## src/rtl/core/vwm_pkg.sv

```systemverilog
// Shared types, codes and constants for the vehicle warning monitor.
// Used by vehicle_warning_monitor; no dependencies.
package vwm_pkg;

  // Channel layout
  localparam int NUM_CHANNELS = 9;
  localparam int CH_IDX_W     = 4;
  localparam logic [CH_IDX_W-1:0] TOP_NONE = CH_IDX_W'(NUM_CHANNELS);

  localparam int CH_LINK  = 0;
  localparam int CH_MIL   = 1;
  localparam int CH_ENG   = 2;
  localparam int CH_TRANS = 3;
  localparam int CH_BATT  = 4;
  localparam int CH_ICE   = 5;
  localparam int CH_GPS   = 6;
  localparam int CH_SERV  = 7;
  localparam int CH_FUEL  = 8;

  // Status flag bit positions
  localparam int ST_LINK_UP     = 0;
  localparam int ST_MIL_ON      = 1;
  localparam int ST_TRANS_PRES  = 2;
  localparam int ST_GPS_FIX     = 3;
  localparam int ST_BATT_VALID  = 4;
  localparam int ST_TRANS_VALID = 5;
  localparam int ST_OUT_VALID   = 6;

  // Feature enable bit positions
  localparam int FE_ICE  = 0;
  localparam int FE_GPS  = 1;
  localparam int FE_FUEL = 2;

  // Item codes
  typedef enum logic [1:0] {
    ACT_TICK  = 2'd0,
    ACT_HIDE  = 2'd1,
    ACT_CLEAR = 2'd2
  } action_t;

  // Configuration register indexes
  localparam int CFG_IDX_W  = 3;
  localparam int CFG_DATA_W = 15;
  typedef enum logic [CFG_IDX_W-1:0] {
    REG_REALERT    = 3'd0,
    REG_ENG_LIMIT  = 3'd1,
    REG_TRANS_LIM  = 3'd2,
    REG_BATT_HIGH  = 3'd3,
    REG_BATT_LOW   = 3'd4,
    REG_OUT_LIMIT  = 3'd5,
    REG_FUEL_LIMIT = 3'd6,
    REG_FEATURES   = 3'd7
  } cfg_reg_t;

  // Register reset values
  localparam logic [7:0]  RST_REALERT    = 8'd5;
  localparam logic [7:0]  RST_ENG_LIMIT  = 8'd105;
  localparam logic [7:0]  RST_TRANS_LIM  = 8'd110;
  localparam logic [14:0] RST_BATT_HIGH  = 15'd14800;
  localparam logic [14:0] RST_BATT_LOW   = 15'd11800;
  localparam logic [6:0]  RST_OUT_LIMIT  = 7'd3;
  localparam logic [9:0]  RST_FUEL_LIMIT = 10'd10;
  localparam logic [2:0]  RST_FEATURES   = 3'd0;

  // Rule constants
  localparam int TIMER_W = 16;
  localparam int DEB_W   = 6;
  localparam int RE_W    = 14;
  localparam logic [DEB_W-1:0] DEB_NONE = 6'd0;
  localparam logic [DEB_W-1:0] DEB_LINK = 6'd3;
  localparam logic [DEB_W-1:0] DEB_BATT = 6'd3;
  localparam logic [DEB_W-1:0] DEB_GPS  = 6'd60;
  localparam logic [DEB_W-1:0] DEB_FUEL = 6'd12;
  localparam logic [TIMER_W-1:0] ICE_HIDE_AT = 16'd10;
  localparam logic [15:0] NMEA_MIN = 16'd100;

  localparam int SERVICE_KM_DEF    = 15000;
  localparam int SERVICE_HOURS_DEF = 500;

  typedef struct packed {
    logic               active;
    logic               hidden;
    logic [TIMER_W-1:0] timer;
  } chan_t;

  // Saturating timer add
  function automatic logic [TIMER_W-1:0] timer_add(logic [TIMER_W-1:0] t,
                                                   logic [2:0] n);
    logic [TIMER_W:0] s;
    s = {1'b0, t} + {{(TIMER_W-2){1'b0}}, n};
    return s[TIMER_W] ? {TIMER_W{1'b1}} : s[TIMER_W-1:0];
  endfunction

  // Condition present: re-show when active, else debounce
  function automatic chan_t persist(chan_t c, logic [DEB_W-1:0] deb,
                                    logic [RE_W-1:0] re_secs);
    chan_t r;
    logic [TIMER_W-1:0] t;
    r = c;
    if (c.active) begin
      t = timer_add(c.timer, 3'd5);
      if (t > {{(TIMER_W-RE_W){1'b0}}, re_secs}) begin
        r.hidden = 1'b0;
        r.timer  = '0;
      end else begin
        r.timer = t;
      end
    end else if (deb == DEB_NONE) begin
      r.active = 1'b1;
      r.timer  = '0;
    end else begin
      t = timer_add(c.timer, 3'd1);
      if (t > {{(TIMER_W-DEB_W){1'b0}}, deb}) begin
        r.active = 1'b1;
        r.timer  = '0;
      end else begin
        r.timer = t;
      end
    end
    return r;
  endfunction

  function automatic chan_t clear_chan();
    chan_t r;
    r.active = 1'b0;
    r.hidden = 1'b0;
    r.timer  = '0;
    return r;
  endfunction

  // Lowest-numbered shown channel, TOP_NONE if none
  function automatic logic [CH_IDX_W-1:0] first_shown(
      logic [NUM_CHANNELS-1:0] shown);
    logic [CH_IDX_W-1:0] r;
    r = TOP_NONE;
    for (int i = NUM_CHANNELS - 1; i >= 0; i--) begin
      if (shown[i]) r = CH_IDX_W'(i);
    end
    return r;
  endfunction

endpackage

```

## src/rtl/core/vehicle_warning_monitor.sv

```systemverilog
// Vehicle warning monitor: nine warning channels, several with debounce and re-show timers.
// Depends on vwm_pkg for channel types, codes and rule functions.
//
// Usage:
//   Input channel (in_valid / in_stall) carries one item: a five-second tick
//   with vehicle readings, a short button press (hide the top warning) or a
//   long press (clear it). Output channel (out_valid / out_stall) returns one
//   result per item: active and hidden masks, the top shown warning, the
//   any_warning flag, an alarm_start pulse and the dismissed flag.
//   The result is registered: an item transferred at a clock edge is shown at
//   the output from that edge onward. Throughput is one item per cycle while
//   the receiver does not stall; the channel state update and the output
//   register both sit behind combinational compares and small adds.
//   When the receiver stalls, the result register holds and in_stall rises,
//   so no new item is taken until the result is transferred.
//   Configuration is a plain write port (cfg_write, cfg_index, cfg_data); the user
//   must write it only while the block is idle; the block does not enforce this.
//   Reset (rst, synchronous) clears all channels, the indication flag and the
//   output valid, and loads the default limits.
module vehicle_warning_monitor
  import vwm_pkg::*;
#(
  parameter int SERVICE_KM    = SERVICE_KM_DEF,
  parameter int SERVICE_HOURS = SERVICE_HOURS_DEF
) (
  input  logic                  clk,
  input  logic                  rst,
  // configuration
  input  logic                  cfg_write,
  input  logic [CFG_IDX_W-1:0]  cfg_index,
  input  logic [CFG_DATA_W-1:0] cfg_data,
  // input items
  input  logic                  in_valid,
  output logic                  in_stall,
  input  logic [1:0]            action,
  input  logic [6:0]            status_flags,
  input  logic signed [8:0]     engine_temp,
  input  logic signed [8:0]     trans_temp,
  input  logic [14:0]           battery_mv,
  input  logic signed [6:0]     outside_temp,
  input  logic [15:0]           nmea_count,
  input  logic [31:0]           service_meters,
  input  logic [31:0]           service_seconds,
  input  logic [9:0]            fuel_reading,
  // results
  output logic                  out_valid,
  input  logic                  out_stall,
  output logic                  any_warning,
  output logic                  alarm_start,
  output logic [CH_IDX_W-1:0]   top_warning,
  output logic [NUM_CHANNELS-1:0] active_mask,
  output logic [NUM_CHANNELS-1:0] hidden_mask,
  output logic                  dismissed
);

  localparam logic [31:0] SERVICE_M_LIM = 32'(SERVICE_KM * 1000);
  localparam logic [31:0] SERVICE_S_LIM = 32'(SERVICE_HOURS * 3600);

  // Configuration registers
  logic [7:0]  realert_minutes;
  logic [7:0]  engine_temp_limit;
  logic [7:0]  trans_temp_limit;
  logic [14:0] battery_high_mv;
  logic [14:0] battery_low_mv;
  logic [6:0]  outside_temp_limit;
  logic [9:0]  fuel_low_limit;
  logic [2:0]  feature_enables;

  // Channel state
  chan_t chan      [NUM_CHANNELS];
  chan_t chan_next [NUM_CHANNELS];
  logic  indication_on;

  logic in_accept;
  logic out_valid_next;
  logic dismissed_next;
  logic [NUM_CHANNELS-1:0] act_cur, hid_cur, act_new, hid_new;
  logic [CH_IDX_W-1:0] top_cur, top_new;
  logic any_new;
  logic [RE_W-1:0] re_secs;

  // Reading compares
  logic signed [10:0] et_s, tt_s, elim_s, tlim_s;
  logic signed [16:0] mv_s, hi_s, lo_s;
  logic signed [8:0]  ot_s, olim_s;
  logic eng_hot, eng_cool, trans_hot, trans_cool;
  logic batt_out, batt_in, ice_cold, ice_warm;
  logic gps_bad, serv_due, fuel_low;

  // Handshake
  assign in_stall       = out_valid & out_stall;
  assign in_accept      = in_valid & ~in_stall;
  assign out_valid_next = in_accept | (out_valid & out_stall);

  // Configuration writes
  always_ff @(posedge clk) begin
    if (rst) begin
      realert_minutes    <= RST_REALERT;
      engine_temp_limit  <= RST_ENG_LIMIT;
      trans_temp_limit   <= RST_TRANS_LIM;
      battery_high_mv    <= RST_BATT_HIGH;
      battery_low_mv     <= RST_BATT_LOW;
      outside_temp_limit <= RST_OUT_LIMIT;
      fuel_low_limit     <= RST_FUEL_LIMIT;
      feature_enables    <= RST_FEATURES;
    end else if (cfg_write) begin
      unique case (cfg_reg_t'(cfg_index))
        REG_REALERT:    realert_minutes    <= cfg_data[7:0];
        REG_ENG_LIMIT:  engine_temp_limit  <= cfg_data[7:0];
        REG_TRANS_LIM:  trans_temp_limit   <= cfg_data[7:0];
        REG_BATT_HIGH:  battery_high_mv    <= cfg_data[14:0];
        REG_BATT_LOW:   battery_low_mv     <= cfg_data[14:0];
        REG_OUT_LIMIT:  outside_temp_limit <= cfg_data[6:0];
        REG_FUEL_LIMIT: fuel_low_limit     <= cfg_data[9:0];
        REG_FEATURES:   feature_enables    <= cfg_data[2:0];
        default: ;
      endcase
    end
  end

  // Re-show interval in seconds
  assign re_secs = RE_W'({6'd0, realert_minutes} * 14'd60);

  // Sign-extend temperatures and the outside limit, zero-extend the rest to common widths
  assign et_s   = {{2{engine_temp[8]}}, engine_temp};
  assign tt_s   = {{2{trans_temp[8]}}, trans_temp};
  assign elim_s = {3'b000, engine_temp_limit};
  assign tlim_s = {3'b000, trans_temp_limit};
  assign mv_s   = {2'b00, battery_mv};
  assign hi_s   = {2'b00, battery_high_mv};
  assign lo_s   = {2'b00, battery_low_mv};
  assign ot_s   = {{2{outside_temp[6]}}, outside_temp};
  assign olim_s = {{2{outside_temp_limit[6]}}, outside_temp_limit};

  assign eng_hot    = et_s > elim_s;
  assign eng_cool   = et_s < (elim_s - 11'sd3);
  assign trans_hot  = tt_s > tlim_s;
  assign trans_cool = tt_s < (tlim_s - 11'sd3);
  assign batt_out   = (battery_mv > battery_high_mv) || (battery_mv < battery_low_mv);
  assign batt_in    = (mv_s < (hi_s - 17'sd400)) && (mv_s > (lo_s + 17'sd400));
  assign ice_cold   = ot_s < olim_s;
  assign ice_warm   = ot_s > (olim_s + 9'sd3);
  assign gps_bad    = (nmea_count < NMEA_MIN) || !status_flags[ST_GPS_FIX];
  assign serv_due   = (service_meters > SERVICE_M_LIM) || (service_seconds > SERVICE_S_LIM);
  assign fuel_low   = fuel_reading < fuel_low_limit;

  // Current masks and top warning
  always_comb begin
    for (int i = 0; i < NUM_CHANNELS; i++) begin
      act_cur[i] = chan[i].active;
      hid_cur[i] = chan[i].hidden;
    end
  end
  assign top_cur = first_shown(act_cur & ~hid_cur);

  // Channel next state for one item
  always_comb begin
    for (int i = 0; i < NUM_CHANNELS; i++) chan_next[i] = chan[i];
    dismissed_next = 1'b0;
    case (action_t'(action))
      ACT_TICK: begin
        if (!status_flags[ST_LINK_UP]) begin
          // link down: only the link channel advances
          chan_next[CH_LINK] = persist(chan[CH_LINK], DEB_LINK, re_secs);
        end else begin
          chan_next[CH_LINK] = clear_chan();

          if (status_flags[ST_MIL_ON])
            chan_next[CH_MIL] = persist(chan[CH_MIL], DEB_NONE, re_secs);
          else
            chan_next[CH_MIL] = clear_chan();

          if (eng_hot)
            chan_next[CH_ENG] = persist(chan[CH_ENG], DEB_NONE, re_secs);
          else if (eng_cool)
            chan_next[CH_ENG] = clear_chan();

          if (!status_flags[ST_TRANS_PRES]) begin
            chan_next[CH_TRANS] = clear_chan();
          end else if (status_flags[ST_TRANS_VALID]) begin
            if (trans_hot)
              chan_next[CH_TRANS] = persist(chan[CH_TRANS], DEB_NONE, re_secs);
            else if (trans_cool)
              chan_next[CH_TRANS] = clear_chan();
          end

          if (status_flags[ST_BATT_VALID]) begin
            if (batt_out)
              chan_next[CH_BATT] = persist(chan[CH_BATT], DEB_BATT, re_secs);
            else if (batt_in)
              chan_next[CH_BATT] = clear_chan();
          end

          // ice: self-hides after two ticks while active
          if (!feature_enables[FE_ICE]) begin
            chan_next[CH_ICE] = clear_chan();
          end else if (status_flags[ST_OUT_VALID]) begin
            if (ice_cold) begin
              if (chan[CH_ICE].active) begin
                chan_next[CH_ICE].timer = timer_add(chan[CH_ICE].timer, 3'd5);
                if (chan_next[CH_ICE].timer >= ICE_HIDE_AT)
                  chan_next[CH_ICE].hidden = 1'b1;
              end else begin
                chan_next[CH_ICE].active = 1'b1;
              end
            end else if (ice_warm) begin
              chan_next[CH_ICE] = clear_chan();
            end
          end

          if (feature_enables[FE_GPS] && gps_bad)
            chan_next[CH_GPS] = persist(chan[CH_GPS], DEB_GPS, re_secs);

          if (serv_due && !chan[CH_SERV].active) begin
            chan_next[CH_SERV].active = 1'b1;
            chan_next[CH_SERV].timer  = '0;
          end

          if (feature_enables[FE_FUEL] && fuel_low)
            chan_next[CH_FUEL] = persist(chan[CH_FUEL], DEB_FUEL, re_secs);
        end
      end
      ACT_HIDE: begin
        for (int i = 0; i < NUM_CHANNELS; i++) begin
          if (top_cur == CH_IDX_W'(i)) chan_next[i].hidden = 1'b1;
        end
      end
      ACT_CLEAR: begin
        // clear active and hidden of the top channel, keep its timer
        for (int i = 0; i < NUM_CHANNELS; i++) begin
          if (top_cur == CH_IDX_W'(i)) begin
            chan_next[i].active = 1'b0;
            chan_next[i].hidden = 1'b0;
          end
        end
        dismissed_next = (top_cur != TOP_NONE);
      end
      default: ;
    endcase
  end

  // Result from the updated state
  always_comb begin
    for (int i = 0; i < NUM_CHANNELS; i++) begin
      act_new[i] = chan_next[i].active;
      hid_new[i] = chan_next[i].hidden;
    end
  end
  assign top_new = first_shown(act_new & ~hid_new);
  assign any_new = (top_new != TOP_NONE);

  // Advance channel state on each transfer
  always_ff @(posedge clk) begin
    if (rst) begin
      for (int i = 0; i < NUM_CHANNELS; i++) chan[i] <= clear_chan();
      indication_on <= 1'b0;
    end else if (in_accept) begin
      for (int i = 0; i < NUM_CHANNELS; i++) chan[i] <= chan_next[i];
      indication_on <= any_new;
    end
  end

  // Result register
  always_ff @(posedge clk) begin
    if (rst) out_valid <= 1'b0;
    else     out_valid <= out_valid_next;
  end

  always_ff @(posedge clk) begin
    if (in_accept) begin
      any_warning <= any_new;
      alarm_start <= any_new & ~indication_on;
      top_warning <= top_new;
      active_mask <= act_new;
      hidden_mask <= hid_new;
      dismissed   <= dismissed_next;
    end
  end

  // Checks
  a_any_matches_top: assert property (@(posedge clk) disable iff (rst)
    out_valid |-> (any_warning == (top_warning != TOP_NONE)))
    else $error("any_warning disagrees with top_warning");

  a_alarm_needs_any: assert property (@(posedge clk) disable iff (rst)
    (out_valid && alarm_start) |-> any_warning)
    else $error("alarm_start without a shown warning");

  a_hidden_only_active: assert property (@(posedge clk) disable iff (rst)
    out_valid |-> ((hidden_mask & ~active_mask) == '0))
    else $error("hidden bit set on an inactive channel");

  a_state_hidden_active: assert property (@(posedge clk) disable iff (rst)
    (hid_cur & ~act_cur) == '0)
    else $error("channel state hidden without active");

  a_dismiss_clears: assert property (@(posedge clk) disable iff (rst)
    (in_accept && dismissed_next) |=> (act_cur != $past(act_cur)))
    else $error("long press reported dismissal but no channel cleared");

endmodule
```

## config.mk

```make
export PLATFORM = sky130hd
export DESIGN_NAME = vehicle_warning_monitor
export DESIGN_NICKNAME = d
export VERILOG_FILES = /design/src/rtl/core/vwm_pkg.sv /design/src/rtl/core/vehicle_warning_monitor.sv
export SDC_FILE = /design/constraint.sdc
export NUM_CORES = 1
export LEC_CHECK = 0
export BUFFER_PORTS_ARGS = -buffer_cell sky130_fd_sc_hd__buf_4
export CORE_ASPECT_RATIO = 1.5
export CORE_MARGIN = 10
export CORE_UTILIZATION = 35
export DETAILED_ROUTE_END_ITERATION = 8
export GPL_TIMING_DRIVEN = 0
export SLEW_MARGIN = 40
export SYNTH_ARGS = -nofsm -noshare
export SYNTH_HDL_FRONTEND = slang
export SYNTH_SLANG_ARGS = --single-unit
```

## constraint.sdc

```tcl
create_clock -name clk -period 5.2 [get_ports clk]
set_input_delay 1.56 -clock clk [delete_from_list [all_inputs] [get_ports clk]]
set_output_delay 1.56 -clock clk [all_outputs]
set_load 0.01 [all_outputs]
```

== Word level (Yosys, flattened, before mapping) ==
Memories as Yosys holds them, arrays and structs flattened.
Index checks and enable logic that the tools add are counted.
Word-level totals
  output and inout port bits: 27
  flip-flop bits (word level): 101
  word-level logic and storage cells: 271
  RAM bits: 162
  memories: 1
Cells by class
  multiplexer cells: 152
  add/subtract/negate cells: 17
  reduce and logical (&&, ||, !) cells: 20
  multipliers: 1
  order comparisons: 26
  bitwise operators: 19
  eq/ne operators: 19
Memories
  chan: depth 9, width 18, read ports 9, clocked after memory_dff 0, wr ports 9, RTL line vehicle_warning_monitor.sv:70  | chan_t chan [NUM_CHANNELS];
Operators by type and width (count)
  2-to-1 mux 16 bit: 40
  2-to-1 mux 18 bit: 26
  adder 16 x 3 -> 17 bit, second input constant: 8
  greater-than comparator 16 x 14 -> 1 bit: 7
  2-to-1 mux 109 bit: 1
  adder 16 x 1 -> 17 bit, second input constant: 4
  2-to-1 mux 4 bit: 16
  2-to-1 mux 1 bit: 40
  2-to-1 mux 34 bit: 1
  greater-than comparator 16 x 2 -> 1 bit, second input constant: 2
  greater-than comparator 32 x 21 -> 1 bit, second input constant: 1
  greater-than comparator 32 x 24 -> 1 bit, second input constant: 1
  case mux 1 bit (3 select lines): 8
  case mux 1 bit (2 select lines): 10
  bitwise AND 9 bit: 2
  greater-than comparator 9 bit: 2
  less-than comparator 9 bit: 2
  2-to-1 mux 2 bit: 9
  NOT 9 bit: 2
  subtractor 8 x 2 -> 9 bit, second input constant: 2
  2-to-1 mux 17 bit: 1
  adder 15 x 9 -> 16 bit, second input constant: 1
  equality test 4 x 3 -> 1 bit, second input constant: 4
  greater-or-equal comparator 16 x 4 -> 1 bit, second input constant: 1
  other kinds (32): 63

== Depth between registers and ports, before layout ==
Gate-level depths: netlist (run 1).
An unclocked memory read counts as a cell.
  depth in word-level cells: 28
  gate-level depth with buffers: 22
  mapped depth without buffers: 22

== Least setup slack after synthesis (run 1) ==
OpenSTA, ideal clock, no wires.
  path type: register to register
  from: register realert_minutes[1]
  to: register alarm_start, data pin
  setup time: 265 ps
  arrival: 5316 ps
  stages on the path, launching flop included: 23
  data required time: 4935 ps
  path buffers: 0
  setup slack: -380 ps
  cells stage by stage: dfxtp_1 -> inv_1 -> fa_1 -> fa_1 -> inv_1 -> ha_1 -> nor2b_1 -> o31a_1 -> o211a_1 -> o21ai_0 -> nand2b_1 -> xnor2_1 -> ha_1 -> nand2_1 -> or4_1 -> a211oi_1 -> a21oi_1 -> o211a_1 -> o2111a_1 -> o211ai_1 -> o211ai_4 -> nor4_4 -> a21oi_1
On the way
  elaborated cells between the ends (all ways): 54
RTL lines
  from (decl): RTL line vehicle_warning_monitor.sv:60  | logic [7:0] realert_minutes;
  from (signal assigned): RTL line vehicle_warning_monitor.sv:108  | REG_REALERT: realert_minutes <= cfg_data[7:0];
  multiplier 8 x 4 -> 12 bit *: RTL line vehicle_warning_monitor.sv:122  | assign re_secs = RE_W'({6'd0, realert_minutes} * 14'd60);
  greater-than comparator 16 x 14 -> 1 bit: RTL line vwm_pkg.sv:102  | if (t > {{(TIMER_W-RE_W){1'b0}}, re_secs}) begin
  2-to-1 mux 1 bit: RTL line vwm_pkg.sv:102
  2-to-1 mux 1 bit: RTL line vwm_pkg.sv:100  | if (c.active) begin
  2-to-1 mux 18 bit: RTL line vehicle_warning_monitor.sv:211  | if (feature_enables[FE_GPS] && gps_bad)
  2-to-1 mux 109 bit: RTL line vehicle_warning_monitor.sv:162  | if (!status_flags[ST_LINK_UP]) begin
  case mux 1 bit (3 select lines): RTL line vehicle_warning_monitor.sv:160  | case (action_t'(action))
  NOT 9 bit *: RTL line vehicle_warning_monitor.sv:249  | assign top_new = first_shown(act_new & ~hid_new);
  bitwise AND 9 bit *: RTL line vehicle_warning_monitor.sv:249
  2-to-1 mux 4 bit (6 in a row): RTL line vwm_pkg.sv:137  | if (shown[i]) r = CH_IDX_W'(i);
  2-to-1 mux 4 bit *: RTL line vwm_pkg.sv:137
  net top_new[3]: RTL line vehicle_warning_monitor.sv:78  | logic [CH_IDX_W-1:0] top_cur, top_new;
  inequality test 4 bit *: RTL line vehicle_warning_monitor.sv:250  | assign any_new = (top_new != TOP_NONE);
  bitwise AND 1 bit *: RTL line vehicle_warning_monitor.sv:272  | alarm_start <= any_new & ~indication_on;
  to (signal assigned): RTL line vehicle_warning_monitor.sv:272
  to (decl): RTL line vehicle_warning_monitor.sv:49  | output logic alarm_start,
Mark *: on every way through the listed nets, which the timed path passes. The rest lies on a longest branch.
A chain may end at the register's enable or synchronous reset.

== Final worst setup path (run 1) ==
  from: register realert_minutes[1]
  to: register any_warning, data pin
On the way
  elaborated cells between the ends (all ways): 53
RTL lines
  multiplier 8 x 4 -> 12 bit *: RTL line vehicle_warning_monitor.sv:122
  greater-than comparator 16 x 14 -> 1 bit: RTL line vwm_pkg.sv:102
  2-to-1 mux 1 bit: RTL line vwm_pkg.sv:102
  2-to-1 mux 1 bit: RTL line vwm_pkg.sv:100
  2-to-1 mux 18 bit: RTL line vehicle_warning_monitor.sv:211
  2-to-1 mux 109 bit: RTL line vehicle_warning_monitor.sv:162
  case mux 1 bit (3 select lines): RTL line vehicle_warning_monitor.sv:160
  NOT 9 bit *: RTL line vehicle_warning_monitor.sv:249
  bitwise AND 9 bit *: RTL line vehicle_warning_monitor.sv:249
  2-to-1 mux 4 bit (6 in a row): RTL line vwm_pkg.sv:137
  2-to-1 mux 4 bit *: RTL line vwm_pkg.sv:137
  net top_new[3]: RTL line vehicle_warning_monitor.sv:78
  inequality test 4 bit *: RTL line vehicle_warning_monitor.sv:250
  net any_new: RTL line vehicle_warning_monitor.sv:79  | logic any_new;
  to (signal assigned): RTL line vehicle_warning_monitor.sv:271  | any_warning <= any_new;
  to (decl): RTL line vehicle_warning_monitor.sv:48  | output logic any_warning,
Marks and branches as above.

==> flow_summary.json, run 1 <==
{
  "status": "finished with violations",
  "violations": "negative setup slack",
  "regToRegStartpoint": "realert_minutes[1]",
  "die_h_um": 317,
  "async_reset_ff_frac": 0,
  "routed.top_layer": "met5",
  "yosysTopAreaCellShare": 0.249,
  "clk_latency_ns": 0.58,
  "vdd_drop_max_mv": 0.266,
  "utilization": 0.425,
  "ios": 189,
  "antenna_found_initial": 2,
  "yosys_register_bits": 247,
  "slew_headroom": 0.430,
  "dp_slack_ns": -1.37,
  "yosys.area_share.adder": 0.143,
  "worstReg2RegEnd": "any_warning",
  "min_path_cells": 2,
  "dp_hpwl_mm": 53.1,
  "clock_skew_ns": 0.0332,
  "total_power_mw": 5.63,
  "fp.dieW_um": 218,
  "num-fill-cells": 5784,
  "drt_first_iter_violations": 1082,
  "initial_core_util": 0.355,
  "route.detailed.drc": 0,
  "synth_flop_cell": "edfxtp_1",
  "path_max_fanout": 4,
  "wl_met3_mm": 3.49,
  "grt_overflow": 0,
  "finalSetupViolCount": 7,
  "whs_endpoint": "fuel_low_limit[7]",
  "wl_met1_mm": 27.3,
  "slew_viol_final": 0,
  "hp-start": "fuel_low_limit[7]",
  "num_vias": 19200,
  "worstMarginPinSlew_ns": 0.844,
  "postLayoutSetupSlackWorst_ns": -0.162,
  "hold_viol_final": 0,
  "ys_types": 106,
  "final_cells": 3436,
  "crit_required_ns": 5.52,
  "die_area_sq_mm": 0.0692,
  "vias_per_cell": 5.59,
  "arrival_ns": 5.69,
  "fin_nets": 3032,
  "worstSetupStartpointType": "flop",
  "crit_type": "flop to flop",
  "critPathLaunch": "realert_minutes[1]",
  "cts_root_buf": "clkbuf_16",
  "fin_crit_sh": 1.03,
  "firstDrtPassIters": 7,
  "antenna_left": 0,
  "leakagePower_nw": 9.81,
  "cts-buffers-inserted": 28,
  "grt_pass1_wl_mm": 105,
  "synth_common_cells": "294 x nand2_1, 214 x ha_1, 212 x a21oi_1",
  "drive_gt1_frac": 0.157,
  "dr_wl_met2_mm": 34.3,
  "period_minus_slack_ns": 5.36,
  "synth_top_family_by_area": "simple AND/OR/NAND/NOR gates",
  "h-tree-depth": 1,
  "synth_mux_area_frac": 0.0137,
  "synth_compound_area_frac": 0.195,
  "globalplace.congestion": 0.925,
  "core.rowCount": 108,
  "grt_max_degree": 25,
  "syn2layout_area_growth_pct": 19.8,
  "synth-edff-count": 171,
  "cts_num_sinks": 247,
  "totalWireLength_mm": 67.7,
  "synth_xor_area_frac": 0.0548,
  "rr_worst_depth": 22,
  "holdCritPathClass": "flop to flop",
  "hold_ws_ns": 0.459,
  "port_buffers": 181,
  "rrSetupSlack_ns": -0.16,
  "detail_route.wl_per_cell_um": 19.7,
  "synth-simple-area-share": 0.223,
  "synth.largest_area_cell": "edfxtp_1",
  "end_kind": "flop",
  "syn_area_sq_mm": 0.0206,
  "power.density_mw_per_mm2": 228,
  "clock.fmax_mhz": 187,
  "coreArea_sq_mm": 0.0581,
  "yosysWarnings": 0,
  "synth_area_per_cell_sq_um": 8.63,
  "max_cap_violations": 0,
  "netlist_top_cells_area": "edfxtp_1 25%, ha_1 13%, dfxtp_1 7.4%",
  "grtUsageTotal": 0.188,
  "seq_area_frac_synth": 0.323,
  "grt_pass1_vias": 19300,
  "dp.cells": 3354,
  "rsz0062_at_grt": "true",
  "clock_path_buffers": 3,
  "yosysMostFrequentCell": "nand2_1",
  "synth_cells": 2389,
  "clk_pin_slew_worst_paths_ns": 0.06,
  "cts_tree": "done"
}
## cell type report
cell class | count | area [sq um] | share of cell area
Sequential cell | 247 | 6670 | 0.270
Timing Repair Buffer | 214 | 1660 | 0.0673
Antenna cell | 1 | 2.50 | 0.000101
Tap cell | 770 | 963 | 0.0390
Clock inverter | 9 | 68.8 | 0.00279
Clock buffer | 43 | 827 | 0.0335
Inverter | 150 | 571 | 0.0231
Buffer | 89 | 425 | 0.0172
Multi-Input combinational cell | 1913 | 13500 | 0.547
## sequential cells by signal, summed over array words and instances, names as in the netlist, 3 cells and up
name,count
top_warning,4
trans_temp_limit,8
engine_temp_limit,8
feature_enables,3
active_mask,9
hidden_mask,9
battery_low_mv,15
fuel_low_limit,10
chan,146
outside_temp_limit,7
battery_high_mv,15
realert_minutes,8
## cells in the final DEF (no fill, tap or decap), types with 19 or more instances in the layout
cell type	count
nand2_1	293
buf_4	211
ha_1	205
a21oi_1	202
nor2_1	172
edfxtp_1	171
inv_1	143
xnor2_1	82
o21ai_0	81
nand3_1	71
dfxtp_1	70
clkbuf_1	68
nand4_1	59
nor3_1	57
xor2_1	41
nor2b_1	33
a21o_1	33
nor4_1	30
o21a_1	30
clkbuf_16	29
and3_1	25
and2_1	23
a211o_1	22
a31oi_1	22
o211ai_1	21
nand3b_1	20
nand2b_1	19
## cell families after synthesis
kind of cell               Yosys count
other                                1
and+or+nand+nor                    909
xor gates and xnor gates           129
AOI/OAI and AO/OA                  605
muxes                               27
adders and majority gates          229
buffers and inverters              242
DFF                                247
## worst max path at each step
stage | end | slack [ns] | depth (start not counted)
3_3_place_gp | alarm_start | -1.30 | 20
3_5_place_dp | alarm_start | -1.37 | 20
6_report | any_warning | -0.16 | 22
4_1_cts | alarm_start | -0.12 | 23
5_1_grt | any_warning | -0.34 | 22
2_1_floorplan | alarm_start | -0.01 | 22
## stage by stage
step / TNS (ns) / cell area (sq um)
2_1_floorplan: -0.0133 / 20700
3_3_place_gp: -71.01 / 23000
3_5_place_dp: -76.49 / 23100
4_1_cts: -0.431 / 24400
5_1_grt: -5.06 / 24700
6_report: -0.753 / 24700
## critical path, cell delays in order (launching register included)
cell and delay (ns):
dfxtp_4 0.36, fa_1 0.57, fa_1 0.48, inv_1 0.11
fa_2 0.24, nor2b_4 0.05, o31a_1 0.27, o211a_4 0.27
o21ai_2 0.12, nand2b_1 0.13, xnor2_4 0.17, buf_12 0.15
ha_4 0.27, nand2_2 0.04, or4_4 0.43, a211oi_2 0.16
a21oi_1 0.06, o211a_1 0.26, o2111a_1 0.14, o211ai_1 0.29
o211ai_4 0.16, nor4_4 0.29, nand2_1 0.10
## routing by layer
layer / up-vias / global-route usage
li1: 9322 / -
met1: 9232 / 0.216
met2: 519 / 0.343
met3: 140 / 0.0247
met4: 2 / 0.0767
met5: - / 0
## repair_timing
action / CTS / global route
gates resized for setup: 46 / 46
hold buffers: 0 / 0
pin swaps: 25 / 25
cloned: 0 / 1
setup buffers: 24 / 7
setup endpoints to repair: 119 / 88
## report_power, final
group / switching [mW] / total [mW] / leakage, nW / internal (mW)
Clock: 0.875 / 1.98 / 0.449 / 1.10
Combinational: 0.785 / 1.36 / 6.99 / 0.577
Sequential: 0.0867 / 2.29 / 2.38 / 2.20
Total: 1.75 / 5.63 / 9.81 / 3.88
Power figures use the tool's default switching activity.
==> run 2, diff against run 1 <==
CORE_MARGIN = 3   (was 10)
==> run 2 against run 1 <==
The run still ends with negative setup slack left. Via count up 1.3%. Clock skew down 0.021 ns. Sequential power about the same. Utilization up 0.87 points. Critical path type unchanged.
==> flow_summary.json, run 2 (synthesized netlist as in run 1, its figures left out) <==
{
  "ios": 189,
  "largest_register_ffs": 146,
  "num_vias": 19500,
  "final_common_cell": "nand2_1",
  "wl_met1_mm": 27.1,
  "status": "finished with violations",
  "violations": "negative setup slack",
  "clk_pin_slew_worst_paths_ns": 0.06,
  "worstMarginPinSlew_ns": 0.871,
  "drive_gt1_frac": 0.181,
  "slew_viol_final": 0,
  "period_minus_slack_ns": 5.65,
  "reg_top3": "chan: 146 flops, battery_high_mv: 15 flops, battery_low_mv: 15 flops",
  "globalplace.congestion": 0.921,
  "holdCritPathClass": "flop to flop",
  "antenna_found_initial": 2,
  "wl_met3_mm": 3.62,
  "path_max_fanout": 4,
  "slew_headroom": 0.414,
  "die_area_sq_mm": 0.0619,
  "fp.dieW_um": 204,
  "final_cell_mix": "289 x nand2_1, 216 x buf_4, 205 x ha_1",
  "finalSetupViolCount": 40,
  "initial_core_util": 0.355,
  "firstDrtPassIters": 5,
  "fin_crit_sh": 1.09,
  "dp_hpwl_mm": 52.9,
  "routed.top_layer": "met5",
  "cts_root_buf": "clkbuf_16",
  "max_cap_violations": 0,
  "grt_overflow": 0,
  "detail_route.wl_per_cell_um": 20.0,
  "design_area_sq_mm": 0.0252,
  "crit_required_ns": 5.50,
  "arrival_ns": 5.95,
  "fin_nets": 3048,
  "drt_first_iter_violations": 1113,
  "grt_pass1_vias": 19500,
  "worstSetupStartpointType": "flop",
  "port_buffers": 181,
  "dr_wl_met2_mm": 35.1,
  "antenna_left": 0,
  "core.rowCount": 108,
  "h-tree-depth": 1,
  "coreArea_sq_mm": 0.0581,
  "clock_skew_ns": 0.0117,
  "grt_max_degree": 33,
  "die_h_um": 303,
  "postLayoutSetupSlackWorst_ns": -0.448,
  "clock.fmax_mhz": 177,
  "seq_area_sq_mm": 0.00667,
  "clock_path_buffers": 3,
  "cts_num_sinks": 247,
  "vdd_drop_max_mv": 0.282,
  "dp.cells": 3354,
  "crit_type": "flop to flop",
  "end_kind": "flop",
  "vias_per_cell": 5.64,
  "place_area_sq_mm": 0.0231,
  "syn2layout_area_growth_pct": 22.2,
  "grtUsageTotal": 0.213,
  "totalWireLength_mm": 69.0,
  "power.density_mw_per_mm2": 235,
  "cts-buffers-inserted": 29,
  "grt_pass1_wl_mm": 105,
  "hold_viol_final": 0,
  "rsz0062_at_grt": "true",
  "multi_input_area_sq_mm": 0.0137,
  "cts_tree": "done",
  "final_cells": 3452,
  "num-fill-cells": 5744,
  "clk_latency_ns": 0.58,
  "leakagePower_nw": 9.99,
  "route.detailed.drc": 0,
  "top_register": "chan"
}
==> run 2: cell types whose count changed in the layout (fill, tap and decap cells not counted), sizes merged <==
| cell | delta |
|---|---|
| clkinv | +1 |
| clkbuf | -5 |
| buf | +15 |
| inv | -2 |
| bufinv | +5 |
| clkinvlp | +2 |
==> run 2: where the power goes <==
| part | total, mW | switching, mW | internal [mW] |
|---|---|---|---|
| sequential | 2.29 | 0.0851 | 2.20 |
| combinational | 1.39 | 0.812 | 0.579 |
| clock | 2.24 | 0.889 | 1.35 |
==> run 2: cell type report <==
type | count | area share
flip-flops and latches | 247 | 0.265
diodes | 1 | 0.0000993
well taps | 770 | 0.0382
multi-input cells | 1913 | 0.545
repair buffers | 228 | 0.0701
plain buffers | 90 | 0.0184
clock buffers | 38 | 0.0323
clock inverters | 15 | 0.00854
inverters | 150 | 0.0225
==> run 2: timing repair <==
action / in CTS / in global routing
setup endpoints to repair: 119 / 99
cloned: 1 / 3
pin swaps: 26 / 34
buffers inserted: 27 / 16
hold buffers: 0 / 0
gates resized for setup: 60 / 108
==> run 2: path summary, 6_finish.rpt <==
path / cells past startpoint / end / startpoint / slack [ns]
max: 23 / top_warning[1] / realert_minutes[1] / -0.45
min: 2 / battery_high_mv[2] / battery_high_mv[2] / 0.46
max reg2reg: 23 / top_warning[1] / realert_minutes[1] / -0.45
min reg2reg: 2 / battery_high_mv[2] / battery_high_mv[2] / 0.46
==> run 2: metal layers <==
layer | up-vias | GRT usage
met5 | - | 0
met4 | 4 | 0.0923
met3 | 169 | 0.0272
met2 | 532 | 0.394
met1 | 9405 | 0.245
li1 | 9350 | -
==> run 2: metrics by stage <==
stage,TNS [ns],worst slack (ns),utilization,power (mW),hold WS (ns)
finish,-6.71,-0.448,0.434,5.92,0.456
floorplan,-0.0133,-0.0133,-,3.08,0.432
detailed placement,-91.02,-1.49,0.398,3.58,0.448
global route,-14.51,-0.594,0.434,6.19,0.475
CTS,-1.07,-0.230,0.425,5.89,0.456
global placement,-76.73,-1.26,0.397,3.53,0.442
==> run 2: worst max-delay path: stages (launching register included) <==
cell and delay (ns):
dfxtp_4 0.37, inv_2 0.05, fa_1 0.51, fa_1 0.54, inv_2 0.05, ha_4 0.24
nor2b_4 0.12, o31a_1 0.31, o211a_4 0.25, o21ai_2 0.11, nand2b_1 0.14, xnor2_4 0.21
ha_4 0.30, nand2_2 0.04, or4_4 0.51, a211oi_4 0.26, a21oi_2 0.06, o211a_1 0.28
o2111a_2 0.16, o211ai_1 0.33, o211ai_4 0.16, buf_6 0.15, a31oi_1 0.13, nor2_1 0.09
